[src/rtl/core/spectrum_band_peak_falloff_macros.svh]
// ----------------------------------------------------------------------------
// spectrum_band_peak_falloff assertion macros
// concurrent assertion wrappers, empty when synthesized
// ----------------------------------------------------------------------------
`ifndef SPECTRUM_BAND_PEAK_FALLOFF_MACROS_SVH
`define SPECTRUM_BAND_PEAK_FALLOFF_MACROS_SVH

`ifndef SYNTHESIS
// same-cycle implication
`define SBPF_ASSERT_NOW(label, ante, cons) \
    label: assert property (@(posedge aclk) disable iff (!aresetn) (ante) |-> (cons)) \
        else $error("sbpf assertion failed");
// next-cycle implication
`define SBPF_ASSERT_NEXT(label, ante, cons) \
    label: assert property (@(posedge aclk) disable iff (!aresetn) (ante) |=> (cons)) \
        else $error("sbpf assertion failed");
`else
`define SBPF_ASSERT_NOW(label, ante, cons)
`define SBPF_ASSERT_NEXT(label, ante, cons)
`endif

`endif

[src/rtl/core/sbpf_pkg.sv]
// ----------------------------------------------------------------------------
// sbpf_pkg
// shared constants, types and helpers of the band peak falloff block
// ----------------------------------------------------------------------------
package sbpf_pkg;

    localparam int BANDS  = 5;
    localparam int MAG_W  = 24;
    localparam int CNT_W  = 16;
    localparam int IDX_W  = 5;
    localparam int KW     = (BANDS > 1) ? $clog2(BANDS) : 1;
    localparam int SLOT_W = $clog2(BANDS + 3) + 1;

    localparam logic [CNT_W-1:0] BIN_COUNT_RST  = 16'd256;
    localparam logic [MAG_W-1:0] DECAY_STEP_RST = 24'd128;
    localparam logic signed [SLOT_W-1:0] SLOT_INIT = SLOT_W'(-2);

    // band size divisor, done as reciprocal multiply (exact for 16-bit counts)
    localparam int DIV    = BANDS + 1;
    localparam int DIV_SH = CNT_W + $clog2(DIV);
    localparam logic [DIV_SH-1:0] DIV_RCP =
        DIV_SH'(((64'd1 << DIV_SH) + 64'(DIV) - 64'd1) / 64'(DIV));

    typedef enum logic {
        REG_BIN_COUNT  = 1'b0,
        REG_DECAY_STEP = 1'b1
    } reg_index_t;

    typedef enum logic {
        BACK_IDLE = 1'b0,
        BACK_RUN  = 1'b1
    } back_state_t;

    typedef logic [BANDS-1:0][MAG_W-1:0] band_vec_t;

    typedef struct packed {
        logic      valid;
        band_vec_t maxima;
    } push_t;

    typedef struct packed {
        logic full;
        logic empty;
    } q_status_t;

    function automatic logic [CNT_W-1:0] band_chg(input logic [CNT_W-1:0] count);
        logic [DIV_SH+CNT_W-1:0] prod;
        prod = (DIV_SH + CNT_W)'(count) * (DIV_SH + CNT_W)'(DIV_RCP);
        return prod[DIV_SH +: CNT_W];
    endfunction

endpackage

[src/rtl/core/spectrum_band_peak_falloff.sv]
// ----------------------------------------------------------------------------
// spectrum_band_peak_falloff
// band peak hold with decay over one frame of spectrum bins
// ----------------------------------------------------------------------------
//  channel  | dir | payload                             | transfer when
//  s_       | in  | magnitude                           | s_tvalid & s_tready
//  m_       | out | band_index, bar_level, last (tlast) | m_tvalid & m_tready
//  apb      | in  | bin_count @0x0, decay_step @0x4     | psel & penable & pwrite
//
//  one bin per cycle while the frame queue (two frames) has room
//  each frame end yields BANDS bars, one per cycle unless m_tready stalls them
//  after a frame's last bin, bar 0 passes queue, frame and output registers
//  a stalled result channel backs up the queue, then holds s_tready low
//  synchronous reset, no clearing pass
// ----------------------------------------------------------------------------
`include "spectrum_band_peak_falloff_macros.svh"

module spectrum_band_peak_falloff (
    input  logic        aclk,
    input  logic        aresetn,
    input  logic        s_tvalid,
    output logic        s_tready,
    input  logic [23:0] s_tdata,   // [23:0] magnitude
    output logic        m_tvalid,
    input  logic        m_tready,
    output logic [31:0] m_tdata,   // [4:0] band_index, [28:5] bar_level, rest zero
    output logic        m_tlast,
    input  logic        psel,
    input  logic        penable,
    input  logic        pwrite,
    input  logic [2:0]  paddr,
    input  logic [31:0] pwdata,
    output logic [31:0] prdata,
    output logic        pready
);
    import sbpf_pkg::*;

    logic [CNT_W-1:0] bin_count_reg;
    logic [CNT_W-1:0] chg_reg;
    logic [MAG_W-1:0] decay_step_reg;
    logic             cfg_wr;
    reg_index_t       cfg_idx;

    push_t            push;
    q_status_t        q_stat;
    band_vec_t        head;
    logic             pop;
    logic [IDX_W-1:0] out_index;
    logic [MAG_W-1:0] out_level;

    assign pready  = 1'b1;
    assign cfg_wr  = psel && penable && pwrite && pready;
    assign cfg_idx = reg_index_t'(paddr[2]);

    always_ff @(posedge aclk) begin
        if (!aresetn) begin
            bin_count_reg  <= BIN_COUNT_RST;
            chg_reg        <= band_chg(BIN_COUNT_RST);
            decay_step_reg <= DECAY_STEP_RST;
        end else if (cfg_wr) begin
            unique case (cfg_idx)
                REG_BIN_COUNT: begin
                    bin_count_reg <= pwdata[CNT_W-1:0];
                    // band size follows the raw count, zero acts as one
                    chg_reg       <= band_chg((pwdata[CNT_W-1:0] == '0) ?
                                              CNT_W'(1) : pwdata[CNT_W-1:0]);
                end
                REG_DECAY_STEP: decay_step_reg <= pwdata[MAG_W-1:0];
                default: ;
            endcase
        end
    end

    always_comb begin
        unique case (cfg_idx)
            REG_BIN_COUNT:  prdata = {16'd0, bin_count_reg};
            REG_DECAY_STEP: prdata = {8'd0, decay_step_reg};
            default:        prdata = '0;
        endcase
    end

    sbpf_front u_front (
        .aclk      (aclk),
        .aresetn   (aresetn),
        .in_valid  (s_tvalid),
        .in_ready  (s_tready),
        .in_mag    (s_tdata),
        .bin_count (bin_count_reg),
        .chg       (chg_reg),
        .q_stat    (q_stat),
        .push      (push)
    );

    sbpf_queue u_queue (
        .aclk    (aclk),
        .aresetn (aresetn),
        .push    (push),
        .pop     (pop),
        .head    (head),
        .q_stat  (q_stat)
    );

    sbpf_back u_back (
        .aclk       (aclk),
        .aresetn    (aresetn),
        .q_stat     (q_stat),
        .head       (head),
        .pop        (pop),
        .decay_step (decay_step_reg),
        .out_valid  (m_tvalid),
        .out_ready  (m_tready),
        .out_index  (out_index),
        .out_level  (out_level),
        .out_last   (m_tlast)
    );

    assign m_tdata = {3'd0, out_level, out_index};

    `SBPF_ASSERT_NOW(a_no_push_when_full, push.valid, !q_stat.full)
    `SBPF_ASSERT_NOW(a_last_on_top_band, m_tvalid && m_tlast, m_tdata[4:0] == IDX_W'(BANDS - 1))
    `SBPF_ASSERT_NEXT(a_bars_back_to_back, m_tvalid && m_tready && !m_tlast, m_tvalid)
    `SBPF_ASSERT_NEXT(a_band_steps_by_one, m_tvalid && m_tready && !m_tlast,
                      m_tdata[4:0] == 5'($past(m_tdata[4:0]) + 5'd1))

endmodule

[src/rtl/core/sbpf_front.sv]
// ----------------------------------------------------------------------------
// sbpf_front
// takes bins, tracks band maxima and pushes one frame of maxima at frame end
// ----------------------------------------------------------------------------
module sbpf_front (
    input  logic                           aclk,
    input  logic                           aresetn,
    input  logic                           in_valid,
    output logic                           in_ready,
    input  logic [sbpf_pkg::MAG_W-1:0]     in_mag,
    input  logic [sbpf_pkg::CNT_W-1:0]     bin_count,
    input  logic [sbpf_pkg::CNT_W-1:0]     chg,
    input  sbpf_pkg::q_status_t            q_stat,
    output sbpf_pkg::push_t                push
);
    import sbpf_pkg::*;

    logic [CNT_W-1:0]        pos_reg, pos_next;
    logic [CNT_W-1:0]        bib_reg, bib_next;
    logic signed [SLOT_W-1:0] slot_reg, slot_next;
    logic [MAG_W-1:0]        rmax_reg, rmax_next;
    band_vec_t               bm_reg, bm_next;

    logic [CNT_W-1:0] count;
    logic [MAG_W-1:0] rm;
    logic             frame_end;
    logic             accept;

    assign in_ready = !q_stat.full;
    assign accept   = in_valid && in_ready;
    assign count    = (bin_count == '0) ? CNT_W'(1) : bin_count;

    always_comb begin
        rm        = (in_mag > rmax_reg) ? in_mag : rmax_reg;
        bib_next  = bib_reg + CNT_W'(1);
        slot_next = slot_reg;
        bm_next   = bm_reg;
        if (bib_next > chg) begin
            bib_next = '0;
            if (slot_next < $signed(SLOT_W'(BANDS))) begin
                slot_next = slot_next + SLOT_W'(1);
            end
            for (int k = 0; k < BANDS; k++) begin
                if (slot_next == SLOT_W'(k)) begin
                    bm_next[k] = rm;
                end
            end
            rm = '0;
        end
        pos_next  = pos_reg + CNT_W'(1);
        frame_end = (pos_next == '0) || (pos_next >= count);
        // trailing partial band
        if (frame_end && (slot_next < $signed(SLOT_W'(BANDS - 1)))) begin
            slot_next = slot_next + SLOT_W'(1);
            for (int k = 0; k < BANDS; k++) begin
                if (slot_next == SLOT_W'(k)) begin
                    bm_next[k] = rm;
                end
            end
        end
        rmax_next   = rm;
        push.valid  = accept && frame_end;
        push.maxima = bm_next;
    end

    always_ff @(posedge aclk) begin
        if (!aresetn) begin
            pos_reg  <= '0;
            bib_reg  <= '0;
            slot_reg <= SLOT_INIT;
            rmax_reg <= '0;
            bm_reg   <= '0;
        end else if (accept) begin
            if (frame_end) begin
                pos_reg  <= '0;
                bib_reg  <= '0;
                slot_reg <= SLOT_INIT;
                rmax_reg <= '0;
                bm_reg   <= '0;
            end else begin
                pos_reg  <= pos_next;
                bib_reg  <= bib_next;
                slot_reg <= slot_next;
                rmax_reg <= rmax_next;
                bm_reg   <= bm_next;
            end
        end
    end

endmodule

[src/rtl/core/sbpf_queue.sv]
// ----------------------------------------------------------------------------
// sbpf_queue
// two-entry queue of frame maxima between front and back
// ----------------------------------------------------------------------------
module sbpf_queue (
    input  logic                  aclk,
    input  logic                  aresetn,
    input  sbpf_pkg::push_t       push,
    input  logic                  pop,
    output sbpf_pkg::band_vec_t   head,
    output sbpf_pkg::q_status_t   q_stat
);
    import sbpf_pkg::*;

    band_vec_t  mem_reg [2];
    logic       wr_ptr_reg, wr_ptr_next;
    logic       rd_ptr_reg, rd_ptr_next;
    logic [1:0] fill_reg, fill_next;

    always_comb begin
        wr_ptr_next  = wr_ptr_reg ^ push.valid;
        rd_ptr_next  = rd_ptr_reg ^ pop;
        fill_next    = fill_reg + 2'(push.valid) - 2'(pop);
        q_stat.full  = (fill_reg == 2'd2);
        q_stat.empty = (fill_reg == 2'd0);
        head         = mem_reg[rd_ptr_reg];
    end

    always_ff @(posedge aclk) begin
        if (push.valid) begin
            mem_reg[wr_ptr_reg] <= push.maxima;
        end
    end

    always_ff @(posedge aclk) begin
        if (!aresetn) begin
            wr_ptr_reg <= 1'b0;
            rd_ptr_reg <= 1'b0;
            fill_reg   <= 2'd0;
        end else begin
            wr_ptr_reg <= wr_ptr_next;
            rd_ptr_reg <= rd_ptr_next;
            fill_reg   <= fill_next;
        end
    end

endmodule

[src/rtl/core/sbpf_back.sv]
// ----------------------------------------------------------------------------
// sbpf_back
// updates the persistent bars, one band per cycle unless stalled, emits them
// ----------------------------------------------------------------------------
module sbpf_back (
    input  logic                           aclk,
    input  logic                           aresetn,
    input  sbpf_pkg::q_status_t            q_stat,
    input  sbpf_pkg::band_vec_t            head,
    output logic                           pop,
    input  logic [sbpf_pkg::MAG_W-1:0]     decay_step,
    output logic                           out_valid,
    input  logic                           out_ready,
    output logic [sbpf_pkg::IDX_W-1:0]     out_index,
    output logic [sbpf_pkg::MAG_W-1:0]     out_level,
    output logic                           out_last
);
    import sbpf_pkg::*;

    back_state_t      state_reg, state_next;
    logic [KW-1:0]    k_reg, k_next;
    band_vec_t        frame_reg;
    logic [MAG_W-1:0] bar_reg [BANDS];
    logic             valid_reg, valid_next;
    logic [IDX_W-1:0] index_reg;
    logic [MAG_W-1:0] level_reg;
    logic             last_reg;

    logic             issue;
    logic             last_k;
    logic [MAG_W-1:0] cur_max, cur_bar, new_bar;

    always_comb begin
        cur_max = frame_reg[k_reg];
        cur_bar = bar_reg[k_reg];
        if (cur_max >= cur_bar) begin
            new_bar = cur_max;
        end else if (cur_bar > decay_step) begin
            new_bar = cur_bar - decay_step;
        end else begin
            new_bar = '0;
        end
        last_k     = (k_reg == KW'(BANDS - 1));
        issue      = 1'b0;
        pop        = 1'b0;
        state_next = state_reg;
        k_next     = k_reg;
        unique case (state_reg)
            BACK_IDLE: begin
                if (!q_stat.empty) begin
                    pop        = 1'b1;
                    k_next     = '0;
                    state_next = BACK_RUN;
                end
            end
            BACK_RUN: begin
                issue = !valid_reg || out_ready;
                if (issue) begin
                    k_next = k_reg + KW'(1);
                    if (last_k) begin
                        state_next = BACK_IDLE;
                    end
                end
            end
            default: state_next = BACK_IDLE;
        endcase
        if (issue) begin
            valid_next = 1'b1;
        end else if (out_ready) begin
            valid_next = 1'b0;
        end else begin
            valid_next = valid_reg;
        end
    end

    always_ff @(posedge aclk) begin
        if (!aresetn) begin
            state_reg <= BACK_IDLE;
            k_reg     <= '0;
            valid_reg <= 1'b0;
            for (int k = 0; k < BANDS; k++) begin
                bar_reg[k] <= '0;
            end
        end else begin
            state_reg <= state_next;
            k_reg     <= k_next;
            valid_reg <= valid_next;
            if (issue) begin
                bar_reg[k_reg] <= new_bar;
            end
        end
    end

    always_ff @(posedge aclk) begin
        if (pop) begin
            frame_reg <= head;
        end
        if (issue) begin
            index_reg <= IDX_W'(k_reg);
            level_reg <= new_bar;
            last_reg  <= last_k;
        end
    end

    assign out_valid = valid_reg;
    assign out_index = index_reg;
    assign out_level = level_reg;
    assign out_last  = last_reg;

endmodule
[config.mk]
export PLATFORM = sky130hd
export DESIGN_NAME = spectrum_band_peak_falloff
export DESIGN_NICKNAME = d
export VERILOG_FILES = /design/src/rtl/core/sbpf_pkg.sv /design/src/rtl/core/spectrum_band_peak_falloff.sv /design/src/rtl/core/sbpf_front.sv /design/src/rtl/core/sbpf_queue.sv /design/src/rtl/core/sbpf_back.sv
export VERILOG_INCLUDE_DIRS = /design/src /design/src/rtl/core
export SDC_FILE = /design/constraint.sdc
export NUM_CORES = 2
export LEC_CHECK = 0
export BUFFER_PORTS_ARGS = -buffer_cell sky130_fd_sc_hd__buf_2
export CORE_MARGIN = 2
export CORE_UTILIZATION = 30
export CTS_BUF_LIST = sky130_fd_sc_hd__clkbuf_4
export CTS_CLUSTER_DIAMETER = 150
export DETAILED_ROUTE_END_ITERATION = 8
export GPL_ROUTABILITY_DRIVEN = 0
export GPL_TIMING_DRIVEN = 0
export SLEW_MARGIN = 20
export SYNTH_ARGS = -nofsm -noshare
export SYNTH_HDL_FRONTEND = slang
export SYNTH_SLANG_ARGS = --single-unit
export TNS_END_PERCENT = 10
[constraint.sdc]
create_clock -name aclk -period 12.35 [get_ports aclk]
set_input_delay 3.0875 -clock aclk [delete_from_list [all_inputs] [get_ports aclk]]
set_output_delay 3.0875 -clock aclk [all_outputs]
set_load 0.05 [all_outputs]
==> impl_metrics.json <==
{
  "max_ffs_per_register": 240,
  "grt_overflow": 0,
  "layout_commonest_cell": "edfxtp_1",
  "worst_setup_hold_path_clk_slew_ps": 60,
  "net_switching_power_uw": 3780,
  "routedWlPerCell_um": 20.3,
  "die_area_um2": 150000,
  "ant_nets": 0,
  "yosys.cell_types.count": 85,
  "grt_start_max_net_pins": 63,
  "min-delay-path-class": "reg2reg",
  "firstDrtPassIters": 8,
  "htreeDepth": 4,
  "i_o_pin_count": 134,
  "cts_root_buf": "clkbuf_4",
  "max_stage_delay_ps": 680,
  "first_pass_grt_wire_length_mm": 190,
  "final_critical_path_setup_slack_ps": 3200,
  "io_buffers": 106,
  "fin_worst_skew_ps": 78.2,
  "drtIter0Drc": 2956,
  "clock_power_share": 0.252,
  "worstSetupStartpointType": "input pin",
  "synthMuxAreaShare": 0.0751,
  "setup_repair_after_global_routing_missed_its_margin": "false",
  "synthesis.area_per_instance_um2": 11.6,
  "synth.cell_area_um2": 44000,
  "viasPerCell": 5.14,
  "placedCellCount": 5851,
  "layout-area-overhead-vs-synth_pct": 14.1,
  "n_fill_cell": 14600,
  "cts_inserted_buffers": 201,
  "p_int_uw": 6090,
  "timing.critical_path.slowest_stage_cell": "nor4_1",
  "max_clock_freq_mhz": 109,
  "synthSimpleGateAreaFrac": 0.111,
  "floorplan.rows": 140,
  "post_synth_fa_ha_maj_area_fraction": 0.105,
  "timing_worst_slew_pin_value_ps": 1090,
  "power.leakage_uw": 0.0182,
  "timing.reg2reg.setup_slack_ps": 5270,
  "finish.cell_count_without_fillers": 6229,
  "total_number_of_clock_tree_sinks": 826,
  "ys_async_sr_fraction": 0,
  "via_count_of_the_first_global_routing_pass": 31400,
  "postRouteWirelength_mm": 126,
  "globalRouteTotalUtil": 0.165,
  "final-max-slew-violation-count": 0,
  "switching_fraction": 0.383,
  "post_cts_buffers": 0,
  "die_x_um": 387,
  "sequentialPowerShare": 0.357,
  "cts_tree": "done",
  "final_layout_size_suffix_gt1_frac": 0.183,
  "outcome": "completed",
  "synth_xor_xnor_area_share": 0.0149,
  "main_combinational_cell_family_by_area_after_synthesis": "compound AO/OA/AOI/OAI gates",
  "power_density_nw_per_um2": 197,
  "period_share": 0.740,
  "path_buf_inv": 5,
  "synth_compound_area_frac": 0.123,
  "initial_core_util": 0.302,
  "chipHeight_um": 387,
  "insertion_delay_ps": 1140,
  "synth-edff-count": 580,
  "crit_type": "in2reg",
  "yosysSeqAreaShare": 0.508,
  "place_hpwl_mm": 94.3,
  "synth_ff_type": "edfxtp_1",
  "dp_worst_setup_slack_ps": 2160,
  "ctsResizeCount": 0,
  "reg2reg_depth": 17,
  "antenna_found_initial": 7,
  "commonest_non_fill_non_tap_cells_in_the_layout": "edfxtp_1, inv_1, clkbuf_4, dfxtp_1, ha_1",
  "vias": 32000,
  "period_needed_ps": 9150,
  "worst-path-max-fanout": 8,
  "coreArea_um2": 146000,
  "vdd_drop_max_uv": 171,
  "slew_margin_rel": 0.270,
  "power.share.combinational": 0.390,
  "critPathArrivalTime_ps": 10130,
  "ys_warn_count": 0,
  "timing.setup.tns_ps": 0,
  "drc": 0,
  "clk_path_buf_depth": 3,
  "finalSetupViolCount": 0,
  "final_net_count": 4525,
  "worst-endpoint-required_ps": 13330,
  "cap_viol_max_count": 0,
  "hold_depth": 1,
  "cts-hold-fix-buffers": 0,
  "syn_inst": 3799,
  "hold_violations": 0,
  "postSynthRegisterBits": 826,
  "cp.depth": 25,
  "critPathCaptureType": "flop",
  "critPathTopFamily": "adder cells"
}
## layer usage
| layer | part of all wire | track usage |
|---|---|---|
| met1 | 0.46 | 0.233 |
| met5 | 0.000087 | 0 |
| met2 | 0.45 | 0.257 |
| met3 | 0.072 | 0.0267 |
| met4 | 0.020 | 0.0528 |
## through the flow
step | instance area, um^2 | total power [uW] | utilization | hold WS (ps)
floorplan | 44100 | 6210 | - | 432
global placement | 47000 | 7360 | 0.322 | 444
detailed placement | 47300 | 7420 | 0.325 | 446
CTS | 50200 | 9930 | 0.344 | 465
global route | 50200 | 10500 | 0.344 | 474
finish | 50200 | 9870 | 0.344 | 462
## synth_stat cells (all sizes together) (88+ instances only)
| cell type | instances | share of area |
|---|---|---|
| dfxtp | 246 | 0.11 |
| ha | 245 | 0.070 |
| edfxtp | 580 | 0.40 |
| o211ai | 89 | 0.016 |
| mux2 | 121 | 0.031 |
| a22oi | 88 | 0.015 |
| nand3 | 88 | 0.010 |
| nand2 | 204 | 0.018 |
| nor2 | 225 | 0.019 |
| o2bb2ai | 120 | 0.024 |
| nand4 | 195 | 0.028 |
| clkbuf | 161 | 0.014 |
| inv | 405 | 0.035 |
| buf | 121 | 0.015 |
## power groups by stage
stage | Combinational (uW) | Sequential, uW | Clock, uW
after global routing | 4240 | 3550 | 2690
after floorplan | 2480 | 3720 | 0
after CTS | 3850 | 3530 | 2550
after detailed placement | 3820 | 3590 | 0
final | 3850 | 3530 | 2490
after global placement | 3740 | 3630 | 0
## worst paths after layout
check,from,to
worst max-delay path,pwdata[4],chg_reg[13]
worst min-delay path,u_front.bm_reg[51],u_front.bm_reg[51]
worst max register to register,flop,u_back.bar_reg[7][23]
worst min register to register,u_front.bm_reg[51],u_front.bm_reg[51]
## layout make-up
type / instances / area (um^2) / area share
flip-flops and latches: 826 / 22300 / 0.445
multi-input cells: 2296 / 19000 / 0.378
well taps: 1917 / 2400 / 0.0478
clock buffers: 318 / 2390 / 0.0476
inverters: 407 / 1540 / 0.0306
plain buffers: 282 / 1280 / 0.0254
repair buffers: 123 / 791 / 0.0158
clock inverters: 53 / 468 / 0.00932
diodes: 7 / 17.5 / 0.000349
## cells by family after synthesis
kind of cell	Yosys count
AOI/OAI and AO/OA	702
xor gates and xnor gates	75
adders and majority gates	322
buffers and inverters	689
DFF	826
muxes	225
other	2
and+or+nand+nor	958
No activity file was read; power rests on OpenSTA's default activity.
